<file path="src/hdl/rbb_pkg.sv">
// ----------------------------------------------------------------------------
// rbb_pkg: shared types and constants of the row box blur
// Holds the pixel layout, the register map, the controller states and the
// command and status groups exchanged between controller and datapath.
// ----------------------------------------------------------------------------
package rbb_pkg;

   localparam int MAX_RADIUS_DEF = 8;

   localparam int PIX_W  = 24;
   localparam int CH_W   = 8;
   localparam int NUM_CH = 3;

   // Width of the radius field in the register.
   localparam int CFG_W = 4;

   // Row position counter saturates at its top value.
   localparam int          POS_W   = 5;
   localparam logic [4:0]  POS_MAX = 5'd31;

   // Window bound arithmetic; wide enough for every radius up to sixteen.
   localparam int CALC_W = 7;

   localparam int APB_DATA_W  = 32;
   localparam int APB_ADDR_W  = 3;
   localparam int REG_IDX_LSB = 2;

   localparam logic REG_BLUR_RADIUS = 1'b0;

   typedef enum logic [2:0] {
      ST_IDLE,
      ST_DECIDE,
      ST_SETUP,
      ST_SUM,
      ST_DRAIN,
      ST_DIV,
      ST_OUT
   } state_type;

   typedef struct packed {
      logic wr;
      logic clear;
      logic rd;
      logic div_step;
      logic load;
      logic row_end;
   } cmd_type;

   typedef struct packed {
      logic div_done;
      logic out_free;
   } sts_type;

endpackage

</file>
<file path="src/hdl/rbb_ctrl.sv">
// ----------------------------------------------------------------------------
// rbb_ctrl: row box blur controller
// Tracks the row position and the results still owed, works out the window
// bounds and divisor of each result, and sequences the datapath.
// ----------------------------------------------------------------------------
module rbb_ctrl #(
   parameter int MAX_RADIUS = rbb_pkg::MAX_RADIUS_DEF
) (
   input  logic                                       clock,
   input  logic                                       reset,
   input  logic                                       req_valid,
   input  logic                                       req_row_end,
   output logic                                       req_ready,
   input  logic                                       cfg_clear,
   input  logic [$clog2(MAX_RADIUS+1)-1:0]            radius,
   input  rbb_pkg::sts_type                           sts,
   output rbb_pkg::cmd_type                           cmd,
   output logic [$clog2(2*MAX_RADIUS+1)-1:0]          rd_age,
   output logic [$clog2(2*MAX_RADIUS+2)-1:0]          divisor
);

   localparam int WIN_DEPTH = 2 * MAX_RADIUS + 1;
   localparam int AGE_W     = $clog2(WIN_DEPTH);
   localparam int RAD_W     = $clog2(MAX_RADIUS + 1);
   localparam int PEND_W    = $clog2(MAX_RADIUS + 2);
   localparam int CNT_W     = $clog2(WIN_DEPTH + 1);
   localparam int CALC_W    = rbb_pkg::CALC_W;

   rbb_pkg::state_type              state_ff, state_in;
   logic [rbb_pkg::POS_W-1:0]       row_pos_ff, row_pos_in;
   logic [PEND_W-1:0]               pend_ff, pend_in;
   logic                            last_ff, last_in;
   logic [RAD_W-1:0]                center_ff, center_in;
   logic [AGE_W-1:0]                tap_ff, tap_in;
   logic [AGE_W-1:0]                hi_ff, hi_in;
   logic [CNT_W-1:0]                cnt_ff, cnt_in;

   logic [CALC_W-1:0]               lo_w, hi_sum, pos_top, hi_a, hi_w, cnt_w;
   logic                            emit;

   always_comb begin
      lo_w    = (CALC_W'(center_ff) > CALC_W'(radius)) ?
                CALC_W'(center_ff) - CALC_W'(radius) : '0;
      hi_sum  = CALC_W'(center_ff) + CALC_W'(radius);
      pos_top = CALC_W'(row_pos_ff) - CALC_W'(1);
      hi_a    = (hi_sum > pos_top) ? pos_top : hi_sum;
      hi_w    = (hi_a > CALC_W'(WIN_DEPTH - 1)) ? CALC_W'(WIN_DEPTH - 1) : hi_a;
      cnt_w   = hi_w - lo_w + CALC_W'(1);
      emit    = (CALC_W'(pend_ff) > CALC_W'(radius)) || (last_ff && (pend_ff != '0));
   end

   always_ff @(posedge clock) begin
      if (reset) begin
         state_ff   <= rbb_pkg::ST_IDLE;
         row_pos_ff <= '0;
         pend_ff    <= '0;
         last_ff    <= 1'b0;
      end else begin
         state_ff   <= state_in;
         row_pos_ff <= row_pos_in;
         pend_ff    <= pend_in;
         last_ff    <= last_in;
      end
   end

   always_ff @(posedge clock) begin
      center_ff <= center_in;
      tap_ff    <= tap_in;
      hi_ff     <= hi_in;
      cnt_ff    <= cnt_in;
   end

   always_comb begin
      state_in   = state_ff;
      row_pos_in = row_pos_ff;
      pend_in    = pend_ff;
      last_in    = last_ff;
      center_in  = center_ff;
      tap_in     = tap_ff;
      hi_in      = hi_ff;
      cnt_in     = cnt_ff;
      cmd        = '0;
      req_ready  = 1'b0;
      unique case (state_ff)
         rbb_pkg::ST_IDLE: begin
            req_ready = !cfg_clear;
            if (cfg_clear) begin
               row_pos_in = '0;
               pend_in    = '0;
            end else if (req_valid) begin
               cmd.wr     = 1'b1;
               row_pos_in = (row_pos_ff == rbb_pkg::POS_MAX) ?
                            row_pos_ff : row_pos_ff + 1'b1;
               pend_in    = pend_ff + 1'b1;
               last_in    = req_row_end;
               state_in   = rbb_pkg::ST_DECIDE;
            end
         end
         rbb_pkg::ST_DECIDE: begin
            if (emit) begin
               center_in = RAD_W'(pend_ff - PEND_W'(1));
               state_in  = rbb_pkg::ST_SETUP;
            end else begin
               if (last_ff) begin
                  row_pos_in = '0;
               end
               state_in = rbb_pkg::ST_IDLE;
            end
         end
         rbb_pkg::ST_SETUP: begin
            cmd.clear = 1'b1;
            tap_in    = AGE_W'(lo_w);
            hi_in     = AGE_W'(hi_w);
            cnt_in    = CNT_W'(cnt_w);
            state_in  = rbb_pkg::ST_SUM;
         end
         rbb_pkg::ST_SUM: begin
            cmd.rd = 1'b1;
            if (tap_ff == hi_ff) begin
               state_in = rbb_pkg::ST_DRAIN;
            end else begin
               tap_in = tap_ff + 1'b1;
            end
         end
         rbb_pkg::ST_DRAIN: begin
            state_in = rbb_pkg::ST_DIV;
         end
         rbb_pkg::ST_DIV: begin
            if (sts.div_done) begin
               state_in = rbb_pkg::ST_OUT;
            end else begin
               cmd.div_step = 1'b1;
            end
         end
         rbb_pkg::ST_OUT: begin
            if (sts.out_free) begin
               cmd.load    = 1'b1;
               cmd.row_end = last_ff && (center_ff == '0);
               pend_in     = pend_ff - 1'b1;
               state_in    = rbb_pkg::ST_DECIDE;
            end
         end
         default: begin
            state_in = rbb_pkg::ST_IDLE;
         end
      endcase
   end

   assign rd_age  = tap_ff;
   assign divisor = cnt_ff;

   a_pend_bound: assert property (@(posedge clock) disable iff (reset)
      (state_ff == rbb_pkg::ST_IDLE) |-> (CALC_W'(pend_ff) <= CALC_W'(radius)))
      else $error("owed results exceed the radius while idle");

   a_divisor_range: assert property (@(posedge clock) disable iff (reset)
      (state_ff == rbb_pkg::ST_DIV) |->
         ((cnt_ff != '0) && (CALC_W'(cnt_ff) <= CALC_W'(WIN_DEPTH))))
      else $error("divisor outside the window size");

endmodule

</file>
<file path="src/hdl/rbb_dp.sv">
// ----------------------------------------------------------------------------
// rbb_dp: row box blur datapath
// Window memory, per-channel tap accumulators that turn into a bit-serial
// restoring divider, and the result register.
// ----------------------------------------------------------------------------
module rbb_dp #(
   parameter int MAX_RADIUS = rbb_pkg::MAX_RADIUS_DEF
) (
   input  logic                                  clock,
   input  logic                                  reset,
   input  rbb_pkg::cmd_type                      cmd,
   output rbb_pkg::sts_type                      sts,
   input  logic [$clog2(2*MAX_RADIUS+1)-1:0]     rd_age,
   input  logic [$clog2(2*MAX_RADIUS+2)-1:0]     divisor,
   input  logic [rbb_pkg::PIX_W-1:0]             wr_pixel,
   output logic [rbb_pkg::PIX_W-1:0]             out_pixel,
   output logic                                  out_row_end,
   output logic                                  out_valid,
   input  logic                                  out_ready
);

   localparam int WIN_DEPTH = 2 * MAX_RADIUS + 1;
   localparam int AGE_W     = $clog2(WIN_DEPTH);
   localparam int CNT_W     = $clog2(WIN_DEPTH + 1);
   localparam int CH_W      = rbb_pkg::CH_W;
   localparam int NUM_CH    = rbb_pkg::NUM_CH;
   localparam int PIX_W     = rbb_pkg::PIX_W;
   localparam int SUM_W     = CH_W + $clog2(WIN_DEPTH);
   localparam int STEP_W    = $clog2(SUM_W + 1);

   logic [PIX_W-1:0]   win_mem [WIN_DEPTH];
   logic [AGE_W-1:0]   newest_ff, newest_in, wr_addr, rd_addr;
   logic [PIX_W-1:0]   rd_data_ff;
   logic               rd_valid_ff;

   logic [SUM_W-1:0]   num_ff [NUM_CH];
   logic [SUM_W-1:0]   num_in [NUM_CH];
   logic [CNT_W-1:0]   rem_ff [NUM_CH];
   logic [CNT_W-1:0]   rem_in [NUM_CH];
   logic [CNT_W:0]     shifted [NUM_CH];
   logic [CNT_W:0]     diff [NUM_CH];
   logic               ge [NUM_CH];
   logic [STEP_W-1:0]  step_ff, step_in;

   logic [PIX_W-1:0]   out_pix_ff, out_pix_in;
   logic               out_end_ff;
   logic               out_valid_ff, out_valid_in;

   always_comb begin
      wr_addr   = (newest_ff == AGE_W'(WIN_DEPTH - 1)) ? '0 : newest_ff + 1'b1;
      newest_in = cmd.wr ? wr_addr : newest_ff;
      if (newest_ff >= rd_age) begin
         rd_addr = newest_ff - rd_age;
      end else begin
         rd_addr = AGE_W'((AGE_W+1)'(newest_ff) + (AGE_W+1)'(WIN_DEPTH)
                          - (AGE_W+1)'(rd_age));
      end
   end

   always_ff @(posedge clock) begin
      if (cmd.wr) begin
         win_mem[wr_addr] <= wr_pixel;
      end
   end

   always_ff @(posedge clock) begin
      if (cmd.rd) begin
         rd_data_ff <= win_mem[rd_addr];
      end
   end

   always_comb begin
      for (int ch = 0; ch < NUM_CH; ch++) begin
         shifted[ch] = {rem_ff[ch], num_ff[ch][SUM_W-1]};
         diff[ch]    = shifted[ch] - {1'b0, divisor};
         ge[ch]      = shifted[ch] >= {1'b0, divisor};
         num_in[ch]  = num_ff[ch];
         rem_in[ch]  = rem_ff[ch];
         if (cmd.clear) begin
            num_in[ch] = '0;
            rem_in[ch] = '0;
         end else if (rd_valid_ff) begin
            num_in[ch] = num_ff[ch]
                       + SUM_W'(rd_data_ff[PIX_W-1-ch*CH_W -: CH_W]);
         end else if (cmd.div_step) begin
            rem_in[ch] = ge[ch] ? diff[ch][CNT_W-1:0] : shifted[ch][CNT_W-1:0];
            num_in[ch] = {num_ff[ch][SUM_W-2:0], ge[ch]};
         end
      end
      if (cmd.clear) begin
         step_in = '0;
      end else if (cmd.div_step) begin
         step_in = step_ff + 1'b1;
      end else begin
         step_in = step_ff;
      end
   end

   always_ff @(posedge clock) begin
      for (int ch = 0; ch < NUM_CH; ch++) begin
         num_ff[ch] <= num_in[ch];
         rem_ff[ch] <= rem_in[ch];
      end
   end

   always_comb begin
      for (int ch = 0; ch < NUM_CH; ch++) begin
         out_pix_in[PIX_W-1-ch*CH_W -: CH_W] = num_ff[ch][CH_W-1:0];
      end
      if (cmd.load) begin
         out_valid_in = 1'b1;
      end else if (out_ready) begin
         out_valid_in = 1'b0;
      end else begin
         out_valid_in = out_valid_ff;
      end
   end

   always_ff @(posedge clock) begin
      if (reset) begin
         newest_ff    <= '0;
         rd_valid_ff  <= 1'b0;
         step_ff      <= '0;
         out_valid_ff <= 1'b0;
      end else begin
         newest_ff    <= newest_in;
         rd_valid_ff  <= cmd.rd;
         step_ff      <= step_in;
         out_valid_ff <= out_valid_in;
      end
   end

   always_ff @(posedge clock) begin
      if (cmd.load) begin
         out_pix_ff <= out_pix_in;
         out_end_ff <= cmd.row_end;
      end
   end

   assign sts.div_done = (step_ff == STEP_W'(SUM_W));
   assign sts.out_free = !out_valid_ff || out_ready;
   assign out_pixel    = out_pix_ff;
   assign out_row_end  = out_end_ff;
   assign out_valid    = out_valid_ff;

   a_load_after_div: assert property (@(posedge clock) disable iff (reset)
      cmd.load |-> sts.div_done)
      else $error("result loaded before the division finished");

   a_quotient_fits: assert property (@(posedge clock) disable iff (reset)
      sts.div_done |-> ((num_ff[0][SUM_W-1:CH_W] == '0)
                     && (num_ff[1][SUM_W-1:CH_W] == '0)
                     && (num_ff[2][SUM_W-1:CH_W] == '0)))
      else $error("channel mean does not fit in a channel");

endmodule

</file>
<file path="src/hdl/row_box_blur.sv">
// ----------------------------------------------------------------------------
// row_box_blur: horizontal box blur over a row-wise RGB pixel stream
// Gives the truncated per-channel mean over a window cut at the row edges.
//
//   channel   role    handshake             payload
//   req       input   req_valid/req_ready   req_pixel_in, req_row_end_in
//   rsp       output  rsp_valid/rsp_ready   rsp_pixel_out, rsp_row_end_out
//   csr       config  APB psel/penable      blur_radius at byte address 0
//
// One input beat is taken at a time; each result is paced by the one-tap-a-cycle
// window read and by the bit-serial divider, which forms SUM_W quotient bits
// (SUM_W is 13 at the default radius).
// A row's last beat gives all of its owed results in turn.
// Reset is synchronous and needs no clearing pass.
// A stalled rsp beat holds the block once the next result is ready.
// ----------------------------------------------------------------------------
module row_box_blur #(
   parameter int MAX_RADIUS = rbb_pkg::MAX_RADIUS_DEF
) (
   input  logic                              clock,
   input  logic                              reset,
   input  logic                              req_valid,
   output logic                              req_ready,
   input  logic [rbb_pkg::PIX_W-1:0]         req_pixel_in,
   input  logic                              req_row_end_in,
   output logic                              rsp_valid,
   input  logic                              rsp_ready,
   output logic [rbb_pkg::PIX_W-1:0]         rsp_pixel_out,
   output logic                              rsp_row_end_out,
   input  logic                              psel,
   input  logic                              penable,
   input  logic                              pwrite,
   input  logic [rbb_pkg::APB_ADDR_W-1:0]    paddr,
   input  logic [rbb_pkg::APB_DATA_W-1:0]    pwdata,
   output logic [rbb_pkg::APB_DATA_W-1:0]    prdata,
   output logic                              pready
);

   localparam int RAD_W = $clog2(MAX_RADIUS + 1);
   localparam int CFG_W = rbb_pkg::CFG_W;

   logic [RAD_W-1:0]                        radius_ff, radius_in;
   logic [CFG_W:0]                          wr_val;
   logic                                    sel_radius, cfg_clear;
   rbb_pkg::cmd_type                        cmd;
   rbb_pkg::sts_type                        sts;
   logic [$clog2(2*MAX_RADIUS+1)-1:0]       rd_age;
   logic [$clog2(2*MAX_RADIUS+2)-1:0]       divisor;

   assign sel_radius = (paddr[rbb_pkg::REG_IDX_LSB] == rbb_pkg::REG_BLUR_RADIUS);
   assign cfg_clear  = psel && penable && pwrite && pready && sel_radius;
   assign wr_val     = {1'b0, pwdata[CFG_W-1:0]};

   always_comb begin
      radius_in = radius_ff;
      if (cfg_clear) begin
         radius_in = (wr_val > (CFG_W+1)'(MAX_RADIUS)) ?
                     RAD_W'(MAX_RADIUS) : RAD_W'(wr_val);
      end
   end

   always_ff @(posedge clock) begin
      if (reset) begin
         radius_ff <= '0;
      end else begin
         radius_ff <= radius_in;
      end
   end

   assign pready = 1'b1;
   assign prdata = sel_radius ? rbb_pkg::APB_DATA_W'(radius_ff) : '0;

   rbb_ctrl #(
      .MAX_RADIUS (MAX_RADIUS)
   ) u_ctrl (
      .clock       (clock),
      .reset       (reset),
      .req_valid   (req_valid),
      .req_row_end (req_row_end_in),
      .req_ready   (req_ready),
      .cfg_clear   (cfg_clear),
      .radius      (radius_ff),
      .sts         (sts),
      .cmd         (cmd),
      .rd_age      (rd_age),
      .divisor     (divisor)
   );

   rbb_dp #(
      .MAX_RADIUS (MAX_RADIUS)
   ) u_dp (
      .clock       (clock),
      .reset       (reset),
      .cmd         (cmd),
      .sts         (sts),
      .rd_age      (rd_age),
      .divisor     (divisor),
      .wr_pixel    (req_pixel_in),
      .out_pixel   (rsp_pixel_out),
      .out_row_end (rsp_row_end_out),
      .out_valid   (rsp_valid),
      .out_ready   (rsp_ready)
   );

endmodule
</file>
<file path="config.mk">
export PLATFORM = sky130hd
export DESIGN_NAME = row_box_blur
export DESIGN_NICKNAME = d
export VERILOG_FILES = /design/src/hdl/rbb_pkg.sv /design/src/hdl/rbb_ctrl.sv /design/src/hdl/rbb_dp.sv /design/src/hdl/row_box_blur.sv
export SDC_FILE = /design/constraint.sdc
export NUM_CORES = 1
export LEC_CHECK = 0
export BUFFER_PORTS_ARGS = -buffer_cell sky130_fd_sc_hd__buf_4
export CAP_MARGIN = 20
export CELL_PAD_IN_SITES_DETAIL_PLACEMENT = 1
export CELL_PAD_IN_SITES_GLOBAL_PLACEMENT = 1
export CORE_ASPECT_RATIO = 1.1
export CORE_MARGIN = 2
export CORE_UTILIZATION = 53
export CTS_BUF_LIST = sky130_fd_sc_hd__clkbuf_8
export CTS_CLUSTER_SIZE = 30
export DETAILED_ROUTE_END_ITERATION = 10
export PLACE_DENSITY_LB_ADDON = 0.1
export SETUP_SLACK_MARGIN = 0.2
export SLEW_MARGIN = 20
export SYNTH_ARGS = -nofsm -noshare
export SYNTH_HDL_FRONTEND = slang
export SYNTH_SLANG_ARGS = --single-unit
</file>
<file path="constraint.sdc">
create_clock -name clock -period 5.4 [get_ports clock]
set_clock_uncertainty 0.05 [all_clocks]
set_input_delay 1.08 -clock clock [delete_from_list [all_inputs] [get_ports clock]]
set_output_delay 1.08 -clock clock [all_outputs]
set_load 0.05 [all_outputs]
</file>
# After elaboration in Yosys (flattened, before gate mapping)
# Memories as Yosys holds them, arrays and structs flattened. A register that Yosys moved wholly into a read port is not among the register bits.
# Cells that the tools add are included.
# W data, S select, Z words.
# totals
regBits	72
output_inout_bits	60
wordCells	154
mem_bits_rw	462
memories	3
in_bits	67
# op_classes
n_eq_ne	20
add_sub_neg	20
magnitude_cmp	9
reduce_logical	24
bitwise_logic	2
muxes	61
# memory_table
name	depth	width	rd	rd_clocked_by_memory_dff	wr	line_no	rtl
u_dp.win_mem	17	24	1	1	1	rbb_dp.sv:31	logic [PIX_W-1:0] win_mem [WIN_DEPTH];
u_dp.num_ff	3	13	3	0	3	rbb_dp.sv:36	logic [SUM_W-1:0] num_ff [NUM_CH];
u_dp.rem_ff	3	5	3	0	3	rbb_dp.sv:38	logic [CNT_W-1:0] rem_ff [NUM_CH];
# op_table
op	n
$mux W13	9
$mux W5	22
$add A13 B8 Y13	3
$sub A5 B5 Y5	6
$pmux W3 S7	1
$add A5 B1 Y5 const B	4
$mux W4	5
$pmux W5 S2	2
$ge A6 B5 Y1	3
$mux W3	5
$mux W1	12
$ne A2 B2 Y1 const B	6
$eq A5 B5 Y1 const B	2
$reduce_and A5 Y1	2
$eq A3 B3 Y1 const B	3
$add A4 B1 Y4 const B	2
$gt A4 B4 Y1	2
$pmux W4 S2	1
$reduce_bool A2 Y1	4
$gt A7 B5 Y1 const B	1
$gt A7 B7 Y1	1
$mux W7	1
$eq A3 B2 Y1 const B	2
$mux W2	3
22 further kinds	34

# Depth between registers and ports, before layout
# Gate-level depths: netlist (run 1).
# logic_depth
word_depth	7
ltp_mapped	23
depth_no_buf	23

# Modules after synthesis
# From an unflattened synthesis (run 1), not the netlist that was laid out.
# hier_totals
hier_cells	2003
area_unflattened_um2	25202.9
# by_module_without_submodules
module	area_each_um2	cells_per_inst	seq_area_each_um2	instances
rbb_dp	22176.3	1676	15024.4	1
rbb_ctrl	2567.5	274	830.8	1
row_box_blur	459.2	53	80.1	1

# Worst setup path before layout (run 1)
# No wires, ideal clock.
# synth_timing
path_type	register to register
from	register radius_ff[0]
to	register u_ctrl.cnt_ff[4] (netlist: u_ctrl.divisor[4]) (data pin)
period_less_slack_ps	4323
n_path_buf	0
required_time_ps	5083
stages_incl_launch_ff	21
setup_time_ps	267
arrival_ps	4006
path_slack_ps	1077
path_cell_list	dfxtp_1 > ha_1 > inv_1 > fa_1 > inv_1 > ha_1 > nor2b_1 > o21ai_0 > nand2b_1 > a211oi_1 > nor2_1 > a21boi_2 > mux2i_2 > a211oi_1 > ha_1 > ha_1 > a21o_1 > a21oi_1 > xor2_1 > xnor2_1 > xnor2_1
# synth_between
elab_chain_cells	7
word_cells_on_any_way	10
cone_classes	add/sub (4); order compare (3); mux (3)
# synth_rtl
item	line_no	rtl
start: declaration	row_box_blur.sv:42	logic [RAD_W-1:0] radius_ff, radius_in;
start signal: assignment	row_box_blur.sv:66	radius_ff <= radius_in;
$add A4 B4 Y5 (*)	rbb_ctrl.sv:44	hi_sum = CALC_W'(center_ff) + CALC_W'(radius);
$gt A7 B7 Y1	rbb_ctrl.sv:46	hi_a = (hi_sum > pos_top) ? pos_top : hi_sum;
$mux W7 (*)	rbb_ctrl.sv:46	
$gt A7 B5 Y1	rbb_ctrl.sv:47	hi_w = (hi_a > CALC_W'(WIN_DEPTH - 1)) ? CALC_W'(WIN_DEPTH - 1) : hi_a;
$mux W5 (*)	rbb_ctrl.sv:47	
net u_ctrl.hi_w[4]	rbb_ctrl.sv:38	logic [CALC_W-1:0] lo_w, hi_sum, pos_top, hi_a, hi_w, cnt_w;
$sub A5 B5 Y5 (*)	rbb_ctrl.sv:48	cnt_w = hi_w - lo_w + CALC_W'(1);
$add A5 B1 Y5 (*)	rbb_ctrl.sv:48	
net u_ctrl.cnt_w[4]	rbb_ctrl.sv:38	
end signal: assignment	rbb_ctrl.sv:70	cnt_ff <= cnt_in;
end: declaration	rbb_ctrl.sv:36	logic [CNT_W-1:0] cnt_ff, cnt_in;
# The timed path passes the listed nets; every way through them passes the cells marked *.
# A chain may end at the register's enable or synchronous reset.

# Worst setup path after layout (run 1)
# Same ends and word-level chain as after synthesis.

==> results.md, run 1 <==
* Post-Synth Adder-Cell Area at 0.04827
* FFs w/ async S/R, synth at 0
* Period utilisation layout at 0.8747
* Clk slew on worst S/H paths at 60 ps
* Status: finished clean
* Crit path from: radius_ff[0]
* Final Hold Vio Count at 0
* Critical Path Sink: u_ctrl.divisor[4]
* Final Critical Period at 4724 ps
* Clk sink count at 558
* Unrepaired setup endpoints after global routing: no
* Global-route wire length before repair at 106.2 mm
* Synth top area share at 0.5312
* Hold Path Stages at 2
* Peak supply drop at 0.2368 mV
* Synth Area in Simple Gates at 0.09082
* Synth Area in Compound Gates at 0.08970
* Worst reg2reg path depth at 20
* Routed WL at slightly below 70 mm
* Final HPWL DP at 42.86 mm
* Cell Rows at 86
* EDFF count, synth at 476
* Diode count at 0
* Critical R2R Launch: radius_ff[0]
* Synth cell count leaders: edfxtp_1, nand2_1, mux2i_1
* I/O Buffers at 67
* DRC Markers at 0
* Synth top area cells: edfxtp_1, mux2i_1, dfxtp_1
* Syn avg cell area at between 10 and 15 um2
* CP required at 5790 ps
* Register area share after synthesis at 0.5922
* Synth Flop Type: edfxtp_1
* Yosys warnings at 0
* Total Power at between 10 and 15 mW
* CTS tree: done
* Total Routing Usage GR at 0.2666
* Die Span Y at 240.3 um
* Share of layout cells above drive strength 1 at 0.1469
* Rel. slew slack at 0.3211
* Finish-stage setup viols at 0
* Worst Path Max Fanout at 7
* GRT Residual Overflow at 0
* CTS Hold Bufs at 0
* Crit path depth at 20
* Num CTS Buffers at 92
* Xor/xnor share of the synthesized area at 0.01693
* First drt pass iteration count at 4
* Mapped Cells at 2,085
* Die W at about 220 um
* CP cell instances: ha_1 > inv_1 > fa_1 > inv_1 > ha_1 > nor2b_1 > o21ai_0 > nand2b_1 > a211oi_1 > nor2_1 > a21boi_4 > mux2i_4 > buf_4 > a211oi_1 > ha_1 > ha_1 > a21oi_1 > xor2_1 > xnor2_1 > xnor2_1
* Reg-to-reg endpoint: u_ctrl.divisor[4]
* CP arrival at 5110 ps
* Die area at 52,590 um2
* GPL Wtd Cong at 0.8164
* Cell area after synthesis at 26,910 um2
* Mux contribution to synthesized area at 0.1241
* Clock root cell: clkbuf_8
* Starting density of the core at 0.5366
* Slowest Stage Delay on Critical Path at 500 ps
* Top-count cell post-synth: edfxtp_1
* Static leakage at 11.02 nW
* CP max stage cell: fa_1
* Worst-skew pair later-pin latency at 680 ps
* Max Buffers Root-to-Sink at 3
* Area leader, netlist: edfxtp_1
* CP endpoint kind: flop
* Vias at between 15,000 and 20,000
* CP delay by family, top: adder cells
* Area grow syn2layout at 11.18%
* Yosys cell types at 78
* Pin count of the biggest net entering global routing at 100
* Worst slew pin tran at 1017 ps
* Post-DRT Antenna Nets at 0
* Max Cap Viol at 0
* Vias in the first global route at 18,960
* 1st-iter DRT viols at 1,074
* Via density per instance at roughly 6
* Core Area at 50,140 um2
* Crit path top cell by count: ha_1
* Final-report max-slew violation count at 0
* Worst hold path class: flop to flop
* Setup TNS at 0 ps
* Buf/Inv on CP at 3
* Critical Path Start Type: flop
* WL per Instance at 23.67 um
* # nets final at 2,342
* Antenna violations before repair at 0
* Main combinational cell family by area after synthesis: multiplexers
* I/O pins at 127
* Power Density at around 360 nW/um2
* R2R setup slack at 680 ps
* WS Path Type: flop to flop
* H-tree depth at 3
* Count of state elements after synthesis at 558
* Fmax at about 210 MHz
metal layers:
metal,share of wire,global-route usage,wire (um)
met5,0,0,0
met4,0.034,0.1157,2338
met3,0.044,0.04023,3001
met2,0.51,0.4725,35360
met1,0.41,0.3229,28260
where the power goes:
part	total, mW	internal (mW)	switching [mW]
sequential	4.99	4.86	0.135
combinational	2.06	0.833	1.22
clock	3.59	1.88	1.71
total	10.6	7.57	3.07
stage by stage:
| stage | setup WS (ps) | std cells | hold WS [ps] | utilization | area (um2) |
|---|---|---|---|---|---|
| 2_1_floorplan | 1077 | 2112 | 398.9 | - | 27010 |
| 3_3_place_gp | 698.5 | 2743 | 417.0 | 0.5606 | 28110 |
| 3_5_place_dp | 460.5 | 2743 | 420.4 | 0.5607 | 28120 |
| 4_1_cts | 433.8 | 2911 | 429.8 | 0.5959 | 29880 |
| 5_1_grt | 273.7 | 2913 | 450.4 | 0.5966 | 29920 |
| 6_report | 676.5 | 2913 | 424.0 | 0.5966 | 29920 |
registers in the layout, summed over array words and instances (netlist names), 5 cells and up:
| signal | flops |
|---|---|
| u_dp.win_mem | 408 |
| u_ctrl.divisor | 5 |
| u_dp.out_pixel | 24 |
| u_dp.rem_ff | 15 |
| u_ctrl.hi_ff | 5 |
| u_dp.newest_ff | 5 |
| u_ctrl.rd_age | 5 |
| u_dp.rd_data_ff | 24 |
| u_ctrl.row_pos_ff | 5 |
| u_dp.num_ff | 39 |
cells in the final DEF, fill, tap and decap left out, types with 31 or more instances in the layout:
master and count:
ha_1 81, xnor2_1 36, buf_4 99, mux4_2 48, mux2i_1 221, nand2_1 264
a31oi_1 49, inv_1 98, nor2_1 103, o21ai_0 31, edfxtp_1 476, dfxtp_1 81
a21oi_1 98, clkbuf_8 99, a211oi_1 38
worst reg2reg max path, delay by kind of cell (launching register included):
family	cells	cell delay, ps
flops	1	410
xor+xnor	3	490
simple gates	3	300
compound gates	5	1080
fa+ha+maj	5	1650
buf+inv	3	280
mux	1	250
layout make-up:
type	count	area, um2
inverter	70	262.8
clock buffer	99	1363
tap	660	825.8
multi-input combinational	1349	10200
clock inverter	69	400.4
sequential	558	15940
fill	4983	20230
timing repair buffer	108	923.4
worst min-delay path by stage:
stage | startpoint | endpoint | slack, ps
2_1_floorplan | u_dp.rem_ff[0][11] | u_dp.rem_ff[0][11] | 400
3_3_place_gp | u_dp.rem_ff[0][1] | u_dp.rem_ff[0][1] | 420
3_5_place_dp | radius_ff[1] | radius_ff[1] | 420
4_1_cts | u_dp.rem_ff[0][11] | u_dp.rem_ff[0][11] | 430
5_1_grt | radius_ff[1] | radius_ff[1] | 450
6_report | u_dp.rem_ff[0][11] | u_dp.rem_ff[0][11] | 420
logic make-up after synthesis:
| kind of cell | count (synthesis) |
|---|---|
| buffers and inverters | 205 |
| adder cells (fa/ha/maj) | 96 |
| XOR/XNOR | 52 |
| AO/OA/AOI/OAI | 353 |
| other | 2 |
| AND/OR/NAND/NOR | 546 |
| multiplexers | 273 |
| flip-flops | 558 |
repair_timing:
action                                  in CTS  in global routing
resized for setup                            0                  3
buffers inserted                             0                  2
endpoints found under the setup margin       0                  1
Note: power is estimated with default switching activity, not from simulation.
==> run 2: changes to the inputs <==
- BUFFER_PORTS_ARGS: -buffer_cell sky130_fd_sc_hd__buf_4 -> -buffer_cell sky130_fd_sc_hd__buf_2
==> results.md, run 2 (synthesized netlist as in run 1, its figures left out) <==
* CP arrival at 5200 ps (was 5110 ps)
* CP endpoint kind: flop (unchanged)
* Slowest Stage Delay on Critical Path at 420 ps (was 500 ps)
* Routed WL at 67.94 mm (was 68.96 mm)
* Pre-CTS WS at 483.7 ps (was 460.5 ps)
* Finished Core Util at 0.5916 (was 0.5966)
* Rel. slew slack at 0.3523 (was 0.3211)
* Period utilisation layout at 0.8992 (was 0.8747)
* Critical Path Start Type: flop (unchanged)
* WS Path Type: flop to flop (unchanged)
* Final HPWL DP at 43.22 mm (was 42.86 mm)
* Finish-stage setup viols at 0 (unchanged)
* Num CTS Buffers at 92 (unchanged)
* Vias at 17,290 (was 17,440)
* Worst hold path class: flop to flop (unchanged)
* Register area at 15,940 um2 (unchanged)
* Multi-input gate area at 10,190 um2 (was 10,200 um2)
* # nets final at 2,349 (was 2,342)
* Buf/Inv on CP at 2 (was 3)
* Pin count of the biggest net entering global routing at 100 (unchanged)
* GRT Residual Overflow at 0 (unchanged)
* I/O pins at 127 (unchanged)
* Share of layout cells above drive strength 1 at 0.1483 (was 0.1469)
* Post-CTS setup buffers at 0 (unchanged)
* Via density per instance at 5.934 (was 5.986)
* Final Critical Period at 4856 ps (was 4724 ps)
* Crit path top cell by count: ha_1 (unchanged)
* Total Routing Usage GR at 0.2611 (was 0.2666)
* Peak supply drop at 0.2238 mV (was 0.2368 mV)
* CP required at 5740 ps (was 5790 ps)
* Die area at 52,590 um2 (unchanged)
* Fmax at 205.9 MHz (was 211.7 MHz)
* CP max stage cell: mux2i_4 (was fa_1)
* 1st-iter DRT viols at 1,082 (was 1,074)
* Setup ws final at 544.3 ps (was 676.5 ps)
* Reg with most FFs: u_dp.win_mem (unchanged)
* Worst slew pin tran at 969.2 ps (was 1017 ps)
* Clock root cell: clkbuf_8 (unchanged)
* Clk slew on worst S/H paths at 60 ps (about the same)
* DRC Markers at 0 (unchanged)
* Worst Path Max Fanout at 7 (unchanged)
* CP cell instances: inv_1 > ha_1 > inv_1 > a21oi_1 > nor2_1 > nor2_1 > xor2_1 > ha_1 > nand3_1 > o22ai_1 > nor2_1 > a21boi_4 > mux2i_4 > a211oi_2 > ha_1 > ha_1 > a21o_1 > a21oi_1 > xor2_1 > xnor2_1 > xnor2_1 (was ha_1 > inv_1 > fa_1 > inv_1 > ha_1 > nor2b_1 > o21ai_0 > nand2b_1 > a211oi_1 > nor2_1 > a21boi_4 > mux2i_4 > buf_4 > a211oi_1 > ha_1 > ha_1 > a21oi_1 > xor2_1 > xnor2_1 > xnor2_1)
* Global-route wire length before repair at 104.0 mm (was 106.2 mm)
* Starting density of the core at 0.5366 (unchanged)
* Antenna violations before repair at 1 (was 0)
* Status: finished clean (unchanged)
* CP delay by family, top: adder cells (unchanged)
* Static leakage at 10.97 nW (was 11.02 nW)
* Core Area at 50,140 um2 (unchanged)
* Max Buffers Root-to-Sink at 3 (unchanged)
* Setup TNS at 0 ps (unchanged)
* Final-report max-slew violation count at 0 (unchanged)
* Post-DRT Antenna Nets at 0 (unchanged)
* Unrepaired setup endpoints after global routing: no (unchanged)
* Vias in the first global route at 18,280 (was 18,960)
* CTS Hold Bufs at 0 (unchanged)
* Die W at 218.8 um (unchanged)
* H-tree depth at 3 (unchanged)
* Max reg flops at 408 (unchanged)
* Area grow syn2layout at 10.25% (was 11.18%)
* I/O Buffers at 67 (unchanged)
* WL per Instance at 23.32 um (was 23.67 um)
* Clk sink count at 558 (unchanged)
* Power Density at 352.2 nW/um2 (was 355.6 nW/um2)
* First drt pass iteration count at 5 (was 4)
* CTS tree: done (unchanged)
* Final Hold Vio Count at 0 (unchanged)
* Top Registers: u_dp.win_mem (408), u_dp.num_ff (39) (unchanged)
* Die Span Y at 240.3 um (unchanged)
* Max Cap Viol at 0 (unchanged)
* Commonest non-fill, non-tap cell in the layout: edfxtp_1 (unchanged)
* GPL Wtd Cong at 0.8283 (was 0.8164)
* Most frequent cells in the layout: edfxtp_1, nand2_1, mux2i_1 (unchanged)
* Worst-skew pair later-pin latency at 660 ps (was 680 ps)
* Fillers at 4,986 (was 4,983)
* Cell Rows at 86 (unchanged)
==> run 2: stage by stage <==
step	power, mW	instance area, um2	cells	hold WS (ps)
floorplan	6.557	27010	2112	398.9
global placement	7.008	27990	2752	417.8
detailed placement	7.103	27990	2752	426.4
CTS	10.54	29640	2912	435.0
global route	10.93	29660	2913	459.3
finish	10.45	29660	2913	432.8
==> run 2: final timing paths <==
| check | to | depth (start not counted) | startpoint | slack [ps] |
|---|---|---|---|---|
| worst max-delay path | u_ctrl.divisor[4] | 21 | radius_ff[1] | 540 |
| worst min-delay path | u_dp.rem_ff[0][11] | 2 | u_dp.rem_ff[0][11] | 430 |
| worst max register to register | u_ctrl.divisor[4] | 21 | radius_ff[1] | 540 |
| worst min register to register | u_dp.rem_ff[0][11] | 2 | u_dp.rem_ff[0][11] | 430 |
==> run 2: timing repair <==
item,CTS,global route
endpoints found under the hold margin,0,0
setup endpoints to repair,0,1
resized for setup,0,3
==> run 2: per-layer routing <==
metal / GRT usage / part of all wire / up-vias
met1: 0.3304 / 0.43 / 8827
met5: 0 / 0 / -
met3: 0.04453 / 0.043 / 117
met4: 0.1007 / 0.029 / 0
met2: 0.4486 / 0.50 / 379
li1: - / - / 7963
==> run 2: power breakdown <==
group	internal [mW]	total, mW	leakage [nW]	switching (mW)
Combinational	0.824	2.04	5.04	1.22
Sequential	4.86	4.99	4.96	0.131
Clock	1.74	3.42	0.971	1.68
Total	7.42	10.4	11.0	3.03
==> run 2: final cells by class <==
class                   count  share of cell area
well taps                 660             0.02784
repair buffers            115             0.02683
clock buffers              96             0.04454
flip-flops and latches    558              0.5372
multi-input cells        1349              0.3436
clock inverters            64             0.01105
diodes                      1          0.00008436
inverters                  70            0.008857
==> run 2: worst reg2reg max path, stage by stage, from the launching register on <==
cell and delay [ps]:
dfxtp_1 360, inv_1 150, ha_1 360, inv_1 50, a21oi_1 160, nor2_1 60, nor2_1 120, xor2_1 260
ha_1 290, nand3_1 90, o22ai_1 90, nor2_1 190, a21boi_4 370, mux2i_4 430, a211oi_2 100, ha_1 360
ha_1 300, a21o_1 180, a21oi_1 170, xor2_1 220, xnor2_1 170, xnor2_1 80
